<file path="src/sv/dvad_pkg.sv">
// shared constants, types and month-length function for the date stepper
package dvad_pkg;

  // field widths
  localparam int unsigned DAY_W   = 5;
  localparam int unsigned MONTH_W = 4;
  localparam int unsigned YEAR_W  = 12;
  localparam int unsigned DAYS_W  = 16;
  localparam int unsigned STS_W   = 3;

  // calendar limits
  localparam logic [YEAR_W-1:0]  MAX_YEAR  = YEAR_W'(3000);
  localparam logic [MONTH_W-1:0] MONTH_JAN = MONTH_W'(1);
  localparam logic [MONTH_W-1:0] MONTH_DEC = MONTH_W'(12);
  localparam logic [DAY_W-1:0]   DAY_FIRST = DAY_W'(1);
  localparam logic [DAY_W-1:0]   DAY_LAST  = DAY_W'(31);

  // status codes
  localparam logic [STS_W-1:0] STS_OK        = STS_W'(0);
  localparam logic [STS_W-1:0] STS_BAD_YEAR  = STS_W'(1);
  localparam logic [STS_W-1:0] STS_BAD_MONTH = STS_W'(2);
  localparam logic [STS_W-1:0] STS_BAD_DAY   = STS_W'(3);
  localparam logic [STS_W-1:0] STS_OVERFLOW  = STS_W'(4);

  // controller to datapath commands
  typedef struct packed {
    logic load;
    logic check;
    logic step;
  } dp_cmd_t;

  // datapath to controller status
  typedef struct packed {
    logic bad;
    logic fin;
  } dp_sts_t;

  // days in a month, julian leap rule
  function automatic logic [DAY_W-1:0] month_len(input logic [MONTH_W-1:0] month,
                                                 input logic [YEAR_W-1:0]  year);
    logic [DAY_W-1:0] len;
    case (month) inside
      MONTH_W'(4), MONTH_W'(6), MONTH_W'(9), MONTH_W'(11): len = DAY_W'(30);
      MONTH_W'(2): len = (year[1:0] == 2'b00) ? DAY_W'(29) : DAY_W'(28);
      default:     len = DAY_W'(31);
    endcase
    return len;
  endfunction

endpackage

</file>
<file path="src/sv/dvad_ctrl.sv">
// controller state machine sequencing load, check, month steps and result
module dvad_ctrl import dvad_pkg::*; (
  input  logic    clk,
  input  logic    rst_n,
  input  logic    start,
  input  dp_sts_t sts,
  output dp_cmd_t cmd,
  output logic    busy,
  output logic    out_valid
);

  localparam logic [1:0] S_IDLE  = 2'd0;
  localparam logic [1:0] S_CHECK = 2'd1;
  localparam logic [1:0] S_STEP  = 2'd2;
  localparam logic [1:0] S_OUT   = 2'd3;

  logic [1:0] state_r;
  logic [1:0] state_nxt;

  // next state and commands
  always_comb begin
    state_nxt = state_r;
    cmd       = '0;
    unique case (state_r)
      S_IDLE: begin
        if (start) begin
          cmd.load  = 1'b1;
          state_nxt = S_CHECK;
        end
      end
      S_CHECK: begin
        cmd.check = 1'b1;
        state_nxt = sts.bad ? S_OUT : S_STEP;
      end
      S_STEP: begin
        if (sts.fin) begin
          state_nxt = S_OUT;
        end else begin
          cmd.step = 1'b1;
        end
      end
      S_OUT: begin
        state_nxt = S_IDLE;
      end
      default: begin
        state_nxt = S_IDLE;
      end
    endcase
  end

  // state register
  always_ff @(posedge clk) begin
    if (!rst_n) begin
      state_r <= S_IDLE;
    end else begin
      state_r <= state_nxt;
    end
  end

  assign busy      = (state_r != S_IDLE);
  assign out_valid = (state_r == S_OUT);

endmodule

</file>
<file path="src/sv/dvad_dp.sv">
// datapath: date registers, validity check and month-at-a-time stepping
module dvad_dp import dvad_pkg::*; (
  input  logic               clk,
  input  dp_cmd_t            cmd,
  input  logic [DAY_W-1:0]   in_day,
  input  logic [MONTH_W-1:0] in_month,
  input  logic [YEAR_W-1:0]  in_year,
  input  logic [DAYS_W-1:0]  in_days_to_add,
  output dp_sts_t            sts,
  output logic [DAY_W-1:0]   out_day,
  output logic [MONTH_W-1:0] out_month,
  output logic [YEAR_W-1:0]  out_year,
  output logic [STS_W-1:0]   out_status
);

  logic [DAY_W-1:0]   day_r,   day_nxt;
  logic [MONTH_W-1:0] month_r, month_nxt;
  logic [YEAR_W-1:0]  year_r,  year_nxt;
  logic [DAYS_W-1:0]  rem_r,   rem_nxt;
  logic [STS_W-1:0]   stat_r,  stat_nxt;

  logic [DAY_W-1:0]   mlen;
  logic [DAY_W-1:0]   left;
  logic [STS_W-1:0]   chk_code;

  assign mlen = month_len(month_r, year_r);
  assign left = mlen - day_r;

  // start date check, year first, then month, then day
  always_comb begin
    if (year_r > MAX_YEAR) begin
      chk_code = STS_BAD_YEAR;
    end else if (month_r < MONTH_JAN || month_r > MONTH_DEC) begin
      chk_code = STS_BAD_MONTH;
    end else if (day_r < DAY_FIRST || day_r > mlen) begin
      chk_code = STS_BAD_DAY;
    end else begin
      chk_code = STS_OK;
    end
  end

  assign sts.bad = (chk_code != STS_OK);
  assign sts.fin = (rem_r == '0) || (stat_r != STS_OK);

  // next values of the working date
  always_comb begin
    day_nxt   = day_r;
    month_nxt = month_r;
    year_nxt  = year_r;
    rem_nxt   = rem_r;
    stat_nxt  = stat_r;
    if (cmd.load) begin
      day_nxt   = in_day;
      month_nxt = in_month;
      year_nxt  = in_year;
      rem_nxt   = in_days_to_add;
      stat_nxt  = STS_OK;
    end else if (cmd.check) begin
      // invalid start date gives a zero date
      if (chk_code != STS_OK) begin
        day_nxt   = '0;
        month_nxt = '0;
        year_nxt  = '0;
        stat_nxt  = chk_code;
      end
    end else if (cmd.step) begin
      if (rem_r <= {{(DAYS_W-DAY_W){1'b0}}, left}) begin
        // lands inside this month
        day_nxt = day_r + rem_r[DAY_W-1:0];
        rem_nxt = '0;
      end else begin
        // move to the first of the next month
        rem_nxt = rem_r - {{(DAYS_W-DAY_W){1'b0}}, left} - DAYS_W'(1);
        day_nxt = DAY_FIRST;
        if (month_r == MONTH_DEC) begin
          if (year_r == MAX_YEAR) begin
            // past the last supported year: saturate
            day_nxt   = DAY_LAST;
            month_nxt = MONTH_DEC;
            year_nxt  = MAX_YEAR;
            stat_nxt  = STS_OVERFLOW;
          end else begin
            month_nxt = MONTH_JAN;
            year_nxt  = year_r + YEAR_W'(1);
          end
        end else begin
          month_nxt = month_r + MONTH_W'(1);
        end
      end
    end
  end

  // payload registers
  always_ff @(posedge clk) begin
    day_r   <= day_nxt;
    month_r <= month_nxt;
    year_r  <= year_nxt;
    rem_r   <= rem_nxt;
    stat_r  <= stat_nxt;
  end

  assign out_day    = day_r;
  assign out_month  = month_r;
  assign out_year   = year_r;
  assign out_status = stat_r;

endmodule

</file>
<file path="src/sv/date_validate_add_days.sv">
// top level: date check and forward day stepping with status
//
//   channel  | ports                                          | handshake
//   ---------+------------------------------------------------+-------------------
//   input    | in_day, in_month, in_year, in_days_to_add      | start && !busy
//   result   | out_day, out_month, out_year, out_status       | out_valid, 1 cycle
//
// one beat in, one beat out. an invalid date goes from the check state straight to
// the result strobe; a valid one first passes through the step state, one step per
// cycle, each step crossing into the next month or landing inside the current one.
// busy rises once a beat is accepted and stays high through the strobe cycle; the
// receiver cannot stall. rst_n is synchronous; reset returns the controller to idle.
module date_validate_add_days import dvad_pkg::*; (
  input  logic               clk,
  input  logic               rst_n,
  input  logic               start,
  output logic               busy,
  input  logic [DAY_W-1:0]   in_day,
  input  logic [MONTH_W-1:0] in_month,
  input  logic [YEAR_W-1:0]  in_year,
  input  logic [DAYS_W-1:0]  in_days_to_add,
  output logic               out_valid,
  output logic [DAY_W-1:0]   out_day,
  output logic [MONTH_W-1:0] out_month,
  output logic [YEAR_W-1:0]  out_year,
  output logic [STS_W-1:0]   out_status
);

  dp_cmd_t cmd;
  dp_sts_t sts;

  // sequencer
  dvad_ctrl u_ctrl (
    .clk       (clk),
    .rst_n     (rst_n),
    .start     (start),
    .sts       (sts),
    .cmd       (cmd),
    .busy      (busy),
    .out_valid (out_valid)
  );

  // date registers and step logic
  dvad_dp u_dp (
    .clk            (clk),
    .cmd            (cmd),
    .in_day         (in_day),
    .in_month       (in_month),
    .in_year        (in_year),
    .in_days_to_add (in_days_to_add),
    .sts            (sts),
    .out_day        (out_day),
    .out_month      (out_month),
    .out_year       (out_year),
    .out_status     (out_status)
  );

  // an accepted beat keeps the block busy
  a_accept_busy: assert property (@(posedge clk) disable iff (!rst_n)
    (start && !busy) |=> busy)
    else $error("busy not raised after accept");

  // strobe only while busy, and only for one cycle
  a_strobe_busy: assert property (@(posedge clk) disable iff (!rst_n)
    out_valid |-> busy)
    else $error("result strobe outside busy");

  a_strobe_single: assert property (@(posedge clk) disable iff (!rst_n)
    out_valid |=> !out_valid)
    else $error("result strobe longer than one cycle");

  // a good result is a calendar date within range
  a_ok_range: assert property (@(posedge clk) disable iff (!rst_n)
    (out_valid && out_status == STS_OK) |->
      (out_month >= MONTH_JAN && out_month <= MONTH_DEC &&
       out_year <= MAX_YEAR && out_day >= DAY_FIRST))
    else $error("ok result out of range");

  // a rejected start date comes with a zero date
  a_err_zero: assert property (@(posedge clk) disable iff (!rst_n)
    (out_valid && (out_status == STS_BAD_YEAR || out_status == STS_BAD_MONTH ||
                   out_status == STS_BAD_DAY)) |->
      (out_day == '0 && out_month == '0 && out_year == '0))
    else $error("error result with non-zero date");

endmodule

</file>
<file path="config.mk">
export PLATFORM = sky130hd
export DESIGN_NAME = date_validate_add_days
export DESIGN_NICKNAME = d
export VERILOG_FILES = /design/src/sv/dvad_pkg.sv /design/src/sv/dvad_ctrl.sv /design/src/sv/dvad_dp.sv /design/src/sv/date_validate_add_days.sv
export SDC_FILE = /design/constraint.sdc
export NUM_CORES = 1
export LEC_CHECK = 0
export ABC_CLOCK_PERIOD_IN_PS = 4600
export BUFFER_PORTS_ARGS = -buffer_cell sky130_fd_sc_hd__buf_2
export CAP_MARGIN = 15
export CORE_ASPECT_RATIO = 1.25
export CORE_MARGIN = 2
export CORE_UTILIZATION = 25
export CTS_CLUSTER_DIAMETER = 120
export DETAILED_ROUTE_END_ITERATION = 8
export PLACE_DENSITY_LB_ADDON = 0.05
export SYNTH_ARGS = -nofsm -noshare
export SYNTH_HDL_FRONTEND = slang
export SYNTH_SLANG_ARGS = --single-unit
</file>
<file path="constraint.sdc">
create_clock -name clk -period 4.6 [get_ports clk]
set_input_delay 0.46 -clock clk [delete_from_list [all_inputs] [get_ports clk]]
set_output_delay 0.46 -clock clk [all_outputs]
set_load 0.02 [all_outputs]
</file>
Word level (Yosys, flattened, before mapping)
Cells that the tools add are included.
{"block": "classes", "add_sub_neg": 6, "order_cmp": 6, "n_eq_ne": 17, "n_mux": 46, "n_reduce_logical": 22}
{"operator": "2-to-1 mux 12 bit", "count": 7}
{"operator": "2-to-1 mux 16 bit", "count": 4}
{"operator": "2-to-1 mux 5 bit", "count": 9}
{"operator": "2-to-1 mux 4 bit", "count": 7}
{"operator": "2-to-1 mux 3 bit", "count": 8}
{"operator": "<= comparator 16 x 5 -> 1 bit", "count": 1}
{"operator": "logical NOT 16 bit", "count": 1}
{"operator": "subtractor 16 x 1 -> 16 bit (second input constant)", "count": 1}
{"operator": "subtractor 16 x 5 -> 16 bit", "count": 1}
{"operator": "adder 12 x 1 -> 12 bit (second input constant)", "count": 1}
{"operator": "equality test 12 bit (second input constant)", "count": 1}
{"operator": "equality test 4 bit (second input constant)", "count": 3}
{"operator": "greater-than comparator 12 bit (second input constant)", "count": 1}
{"operator": "nonzero test 3 bit", "count": 4}
{"operator": "nonzero test 2 bit", "count": 5}
{"operator": "equality test 4 x 3 -> 1 bit (second input constant)", "count": 2}
{"operator": "one-hot mux 2 bit (4 select lines)", "count": 1}
{"operator": "2-to-1 mux 1 bit", "count": 7}
{"operator": "2-to-1 mux 2 bit", "count": 3}
{"operator": "inequality test 2 bit (second input constant)", "count": 3}
{"operator": "AND reduction 2 bit", "count": 3}
{"operator": "adder 5 bit", "count": 1}
{"operator": "greater-than comparator 5 bit", "count": 1}
{"operator": "less-than comparator 5 x 1 -> 1 bit (second input constant)", "count": 1}
{"operator": "16 further kinds", "count": 21}
{"block": "totals", "reg_bits": 42, "in_bits": 40}

Depth between registers and ports, before layout
{"block": "depth", "word_depth": 13, "ltp_mapped": 17, "ltp_nobuf": 15}

By module
From an unflattened synthesis, not the netlist that was laid out.
{"block": "unflattened", "hier_cells": 319, "hier_area_um2": 3174.3}
{"module": "dvad_dp", "instances": 1, "cells_per_inst": 296, "area_per_inst_um2": 2967.8}
{"module": "dvad_ctrl", "instances": 1, "cells_per_inst": 23, "area_per_inst_um2": 206.4}

Worst setup path after synthesis
OpenSTA, ideal clock, no wires.
{"block": "synth_path", "path_kind": "register to register", "startpoint": "reg u_dp.month_r[0], in the netlist u_dp.out_month[0]", "endpoint": "reg u_dp.year_r[0], in the netlist u_dp.out_year[0] (enable)", "setup_time_ns": 0.385, "t_arrival_ns": 3.618, "path_slack_ns": 0.597, "stages_incl_launch_ff": 17, "period_less_slack_ns": 4.003, "cell_sequence": "edfxtp_1 inv_1 ha_1 o21ai_0 o21ai_0 o21a_1 ha_1 fa_1 nand3_1 xnor2_1 ha_1 clkbuf_1 nor2_1 a21oi_1 o31a_2 o211ai_1 a21oi_1"}
{"block": "synth_via", "elab_chain_cells": 11}
{"element": "from (decl)", "line_no": "dvad_dp.sv:17", "rtl": "logic [MONTH_W-1:0] month_r, month_nxt;"}
{"element": "from (signal assigned)", "line_no": "dvad_dp.sv:96", "rtl": "month_r <= month_nxt;"}
{"element": "branches (longest 10 deep; another with <= comparator 16 x 5 -> 1 bit)"}
{"element": "AND reduction 4 bit (no source line) (*)"}
{"element": "to (signal assigned)", "line_no": "dvad_dp.sv:97", "rtl": "year_r <= year_nxt;"}
{"element": "to (decl)", "line_no": "dvad_dp.sv:18", "rtl": "logic [YEAR_W-1:0] year_r, year_nxt;"}
Every way passes the cells marked *.
A chain may end at the register's enable or synchronous reset.

Worst setup path after layout
{"block": "layout_path", "startpoint": "reg u_dp.month_r[0], in the netlist u_dp.out_month[0]", "endpoint": "reg u_dp.rem_r[4] (data pin)"}
{"block": "layout_via", "elab_chain_cells": 10}
{"element": "equality test 4 bit (tied with other cells)", "line_no": "dvad_dp.sv:26", "rtl": "assign mlen = month_len(month_r, year_r);"}
{"element": "OR reduction 4 bit or 2-to-1 mux 5 bit (tied branches)", "line_no": "dvad_pkg.sv:42", "rtl": "case (month) inside"}
{"element": "2-to-1 mux 5 bit (*)", "line_no": "dvad_pkg.sv:42"}
{"element": "subtractor 5 bit (*)", "line_no": "dvad_dp.sv:27", "rtl": "assign left = mlen - day_r;"}
{"element": "subtractor 16 x 5 -> 16 bit", "line_no": "dvad_dp.sv:73", "rtl": "rem_nxt = rem_r - {{(DAYS_W-DAY_W){1'b0}}, left} - DAYS_W'(1);"}
{"element": "subtractor 16 x 1 -> 16 bit", "line_no": "dvad_dp.sv:73"}
{"element": "2-to-1 mux 16 bit (*)", "line_no": "dvad_dp.sv:67", "rtl": "if (rem_r <= {{(DAYS_W-DAY_W){1'b0}}, left}) begin"}
{"element": "2-to-1 mux 16 bit (*)", "line_no": "dvad_dp.sv:66", "rtl": "end else if (cmd.step) begin"}
{"element": "2-to-1 mux 16 bit (*)", "line_no": "dvad_dp.sv:58", "rtl": "end else if (cmd.check) begin"}
{"element": "2-to-1 mux 16 bit (*)", "line_no": "dvad_dp.sv:52", "rtl": "if (cmd.load) begin"}
{"element": "named net u_dp.rem_nxt[4]", "line_no": "dvad_dp.sv:19", "rtl": "logic [DAYS_W-1:0] rem_r, rem_nxt;"}
{"element": "to (signal assigned)", "line_no": "dvad_dp.sv:98", "rtl": "rem_r <= rem_nxt;"}
{"element": "to (decl)", "line_no": "dvad_dp.sv:19"}
The timed path passes the listed nets; every way through them passes the cells marked *. The select of a mux whose other input is x is not followed.

==> flow_summary.ini <==
[flow_run]
maxCapViolations = 0

[hold_path]
holdCritPathClass = in -> reg

[clocking]
clkSinkCount = 42
cts_setup_buffers = 0
clkLatencyLatePin_ps = 300
cts_max_level = 2
ctsHoldBuffers = 0
cts_tree = yes
clockRootBuffer = clkbuf_16
clk_pin_slew_ps = 70
cts_buffers = 5
cts.repair.resized = 0
cts_max_path_buffers = 2

[logic_synthesis]
ys_seq_area_share_pct = 38.4
synth_cell_types = 50
synth-edff-count = 37
ys.flop_type = edfxtp_1
synth_area_sq_um = 3160
yosys_warnings = 0
ys_async_sr_fraction_pct = 0
yosys-top-cells-area = edfxtp_1, ha_1, xnor2_1, nand2_1, o21ai_0
syn_nets = 408
yosysTopAreaCell = edfxtp_1
synth-seq-cells = 42
synth_top_area_share_pct = 35.2
avgSynthCellArea_sq_um = 9.25
syn-instance-count = 341

[setup_path]
critPathMaxFanout = 11
reg2reg_to = u_dp.rem_r[4]
cp-endpoint = u_dp.rem_r[4]
r2r.worst_path.cells = 15
cp-end-kind = flip-flop
arrival_ps = 4140
crit_type = reg -> reg
cp_slowest_cell = edfxtp_1
timing.rr.start = u_dp.out_month[0]
worstPathCellList = inv_1 -> ha_1 -> o21ai_0 -> o21ai_0 -> o21a_1 -> ha_1 -> fa_1 -> xor2_1 -> ha_1 -> o21ai_0 -> a21oi_1 -> o31a_2 -> nor2_1 -> buf_4 -> o41ai_1
worst-path-stages = 15
startpoint_type = flip-flop
cp.required_ps = 4620
crit_family = adder cells
worst-path-buf-inv = 2
startpoint = u_dp.out_month[0]
critPathMaxStageDelay_ps = 450
reg2reg_setup_slack_ps = 480

[power]
swShare_pct = 49.0
comb_power_share_pct = 59.1
clkPwrFrac_pct = 10.9
p_int_uw = 1790
vdd_drop_max_mv = 0.230
power.density_nw_per_um2 = 919
p_sw_uw = 1720
p_leak_uw = 0.00150
seq_power_share_pct = 30.1
p_total_uw = 3510

[timing]
worstMarginPinSlew_ps = 683
hold_viol = 0
finalSetupTns_ps = 0
final-max-slew-violation-count = 0
fin_hold_ws_ps = 418
clock.fmax_mhz = 243
fin_skew_ps = 5.80
slew_headroom_pct = 54.5
rsz0062_at_grt = false
fin_crit_sh_pct = 89.5
setup_ws_ps = 481
setup_violations = 0
period_minus_slack_ps = 4120

[floorplan]
placement_rows = 45
core_sq_um = 12200
die_width_microns = 104
fp.dieH_microns = 130
io_pins = 66
start_util_pct = 25.8
dieArea_sq_um = 13500

[placed_design]
dp.cells = 562
hpwl_mm = 6.93
placement.io_buffers = 65
gp_congestion = 0.752
dp_slack_ps = 467

[outcome]
status = completed

[final_layout]
fin_cells = 570
syn2layout_area_growth_pct = 20.9
regArea_sq_um = 1210
multiInputGateArea_sq_um = 1830
fillers = 1306
drive_above_1_share_pct = 20.9
layout.nets = 472
n_antenna_cell = 0

[global_route]
grt_pass1_vias = 2947
grt_pass1_wl_mm = 15.6
grt_max_degree = 53
antenna_found_initial = 0
grt_overflow = 0
grt_use_total_pct = 14.5

[drt]
vias = 2740
routed_wl_mm = 9.44
drt_iter0_drc = 96
dr.pass1.iters = 6
postRouteAntennaNets = 0
remaining_drc_errors = 0
wl_per_cell_microns = 16.6
via_per_inst = 4.81
-- worst min path at each step --
stage / end / cells after the start / startpoint
2_1_floorplan: u_ctrl.state_r[1] / 2 / u_ctrl.state_r[1]
3_3_place_gp: u_dp.out_status[0] / 2 / u_dp.out_status[0]
3_5_place_dp: u_dp.out_status[0] / 2 / u_dp.out_status[0]
4_1_cts: u_ctrl.state_r[1] / 3 / rst_n
5_1_grt: u_ctrl.state_r[1] / 3 / rst_n
6_report: u_ctrl.state_r[0] / 3 / rst_n
-- cell type report --
class                   instances  share of cell area, %
clock inverters                 3                  0.656
repair buffers                 69                   9.31
multi-input cells             270                   48.0
well taps                     164                   5.38
clock buffers                   5                   3.28
inverters                      17                   1.67
flip-flops and latches         42                   31.7
-- synth_stat cells (all sizes together) (2+ instances only) --
master and instances:
a32o 2, buf 3, nor4 6, nand3 9, nor3b 2, a21oi 18
nand2b 3, ha 24, xnor2 25, o21bai 3, dfxtp 5, nand4 2
clkbuf 9, o31a 2, a2111oi 2, nor2 21, xor2 5, a22o 2
o31ai 15, nand3b 3, a21o 3, and3 5, or3 2, or4 2
inv 17, o21ai 32, fa 3, o211ai 3, nor3 5, nand2 49
edfxtp 37, and2 3, a211oi 7
-- flip-flops by register name, summed over array words and instances, names as in the netlist --
signal and count:
u_ctrl.state_r 2, u_dp.out_day 5, u_dp.out_year 12, u_dp.out_month 4, u_dp.rem_r 16, u_dp.out_status 3
-- metal layers --
metal | track usage (%) | part of all wire, % | up-vias
met5 | 0 | 0 | -
met4 | 4.93 | 2.0 | 0
met3 | 3.07 | 4.1 | 10
met2 | 25.2 | 48 | 60
met1 | 17.9 | 46 | 1297
li1 | - | - | 1373
-- cell families (layout without fill, tap and decap cells) --
group	count (synthesis)	count (layout)	synth area share, %
buf+inv	29	94	3.65
fa+ha+maj	27	27	11.4
simple gates	118	118	18.6
xor+xnor	30	30	8.33
flops	42	42	38.4
compound gates	95	95	19.7
-- power by group through the flow --
stage	clock [uW]	sequential, uW	combinational, uW
finish	381	1050	2070
global route	405	1100	2370
global placement	0	1070	2100
floorplan	0	1100	1420
CTS	397	1060	2110
detailed placement	0	1070	2090
-- per-stage QoR --
step | utilization, % | cell area [sq um]
final | 31.2 | 3820
after global routing | 31.2 | 3820
after CTS | 31.2 | 3820
after detailed placement | 30.0 | 3670
after global placement | 30.0 | 3670
after floorplan | - | 3160
-- placed cells by master (no fill, tap or decap), types with 4 or more instances in the layout --
| master | n |
|---|---|
| o21ai_0 | 31 |
| buf_4 | 4 |
| ha_1 | 24 |
| a21oi_1 | 18 |
| o31ai_1 | 15 |
| a211oi_1 | 7 |
| dfxtp_1 | 5 |
| nor4_1 | 5 |
| nor3_1 | 4 |
| buf_2 | 65 |
| edfxtp_1 | 37 |
| and3_1 | 5 |
| inv_1 | 17 |
| nand3_1 | 9 |
| xor2_1 | 5 |
| nand2_1 | 49 |
| nor2_1 | 21 |
| clkbuf_16 | 5 |
| xnor2_1 | 25 |
-- tightest hold or removal path: stages --
cell and delay, ps:
buf_2 100, inv_1 70, a211oi_1 50
No activity file was read; power rests on OpenSTA's default activity.
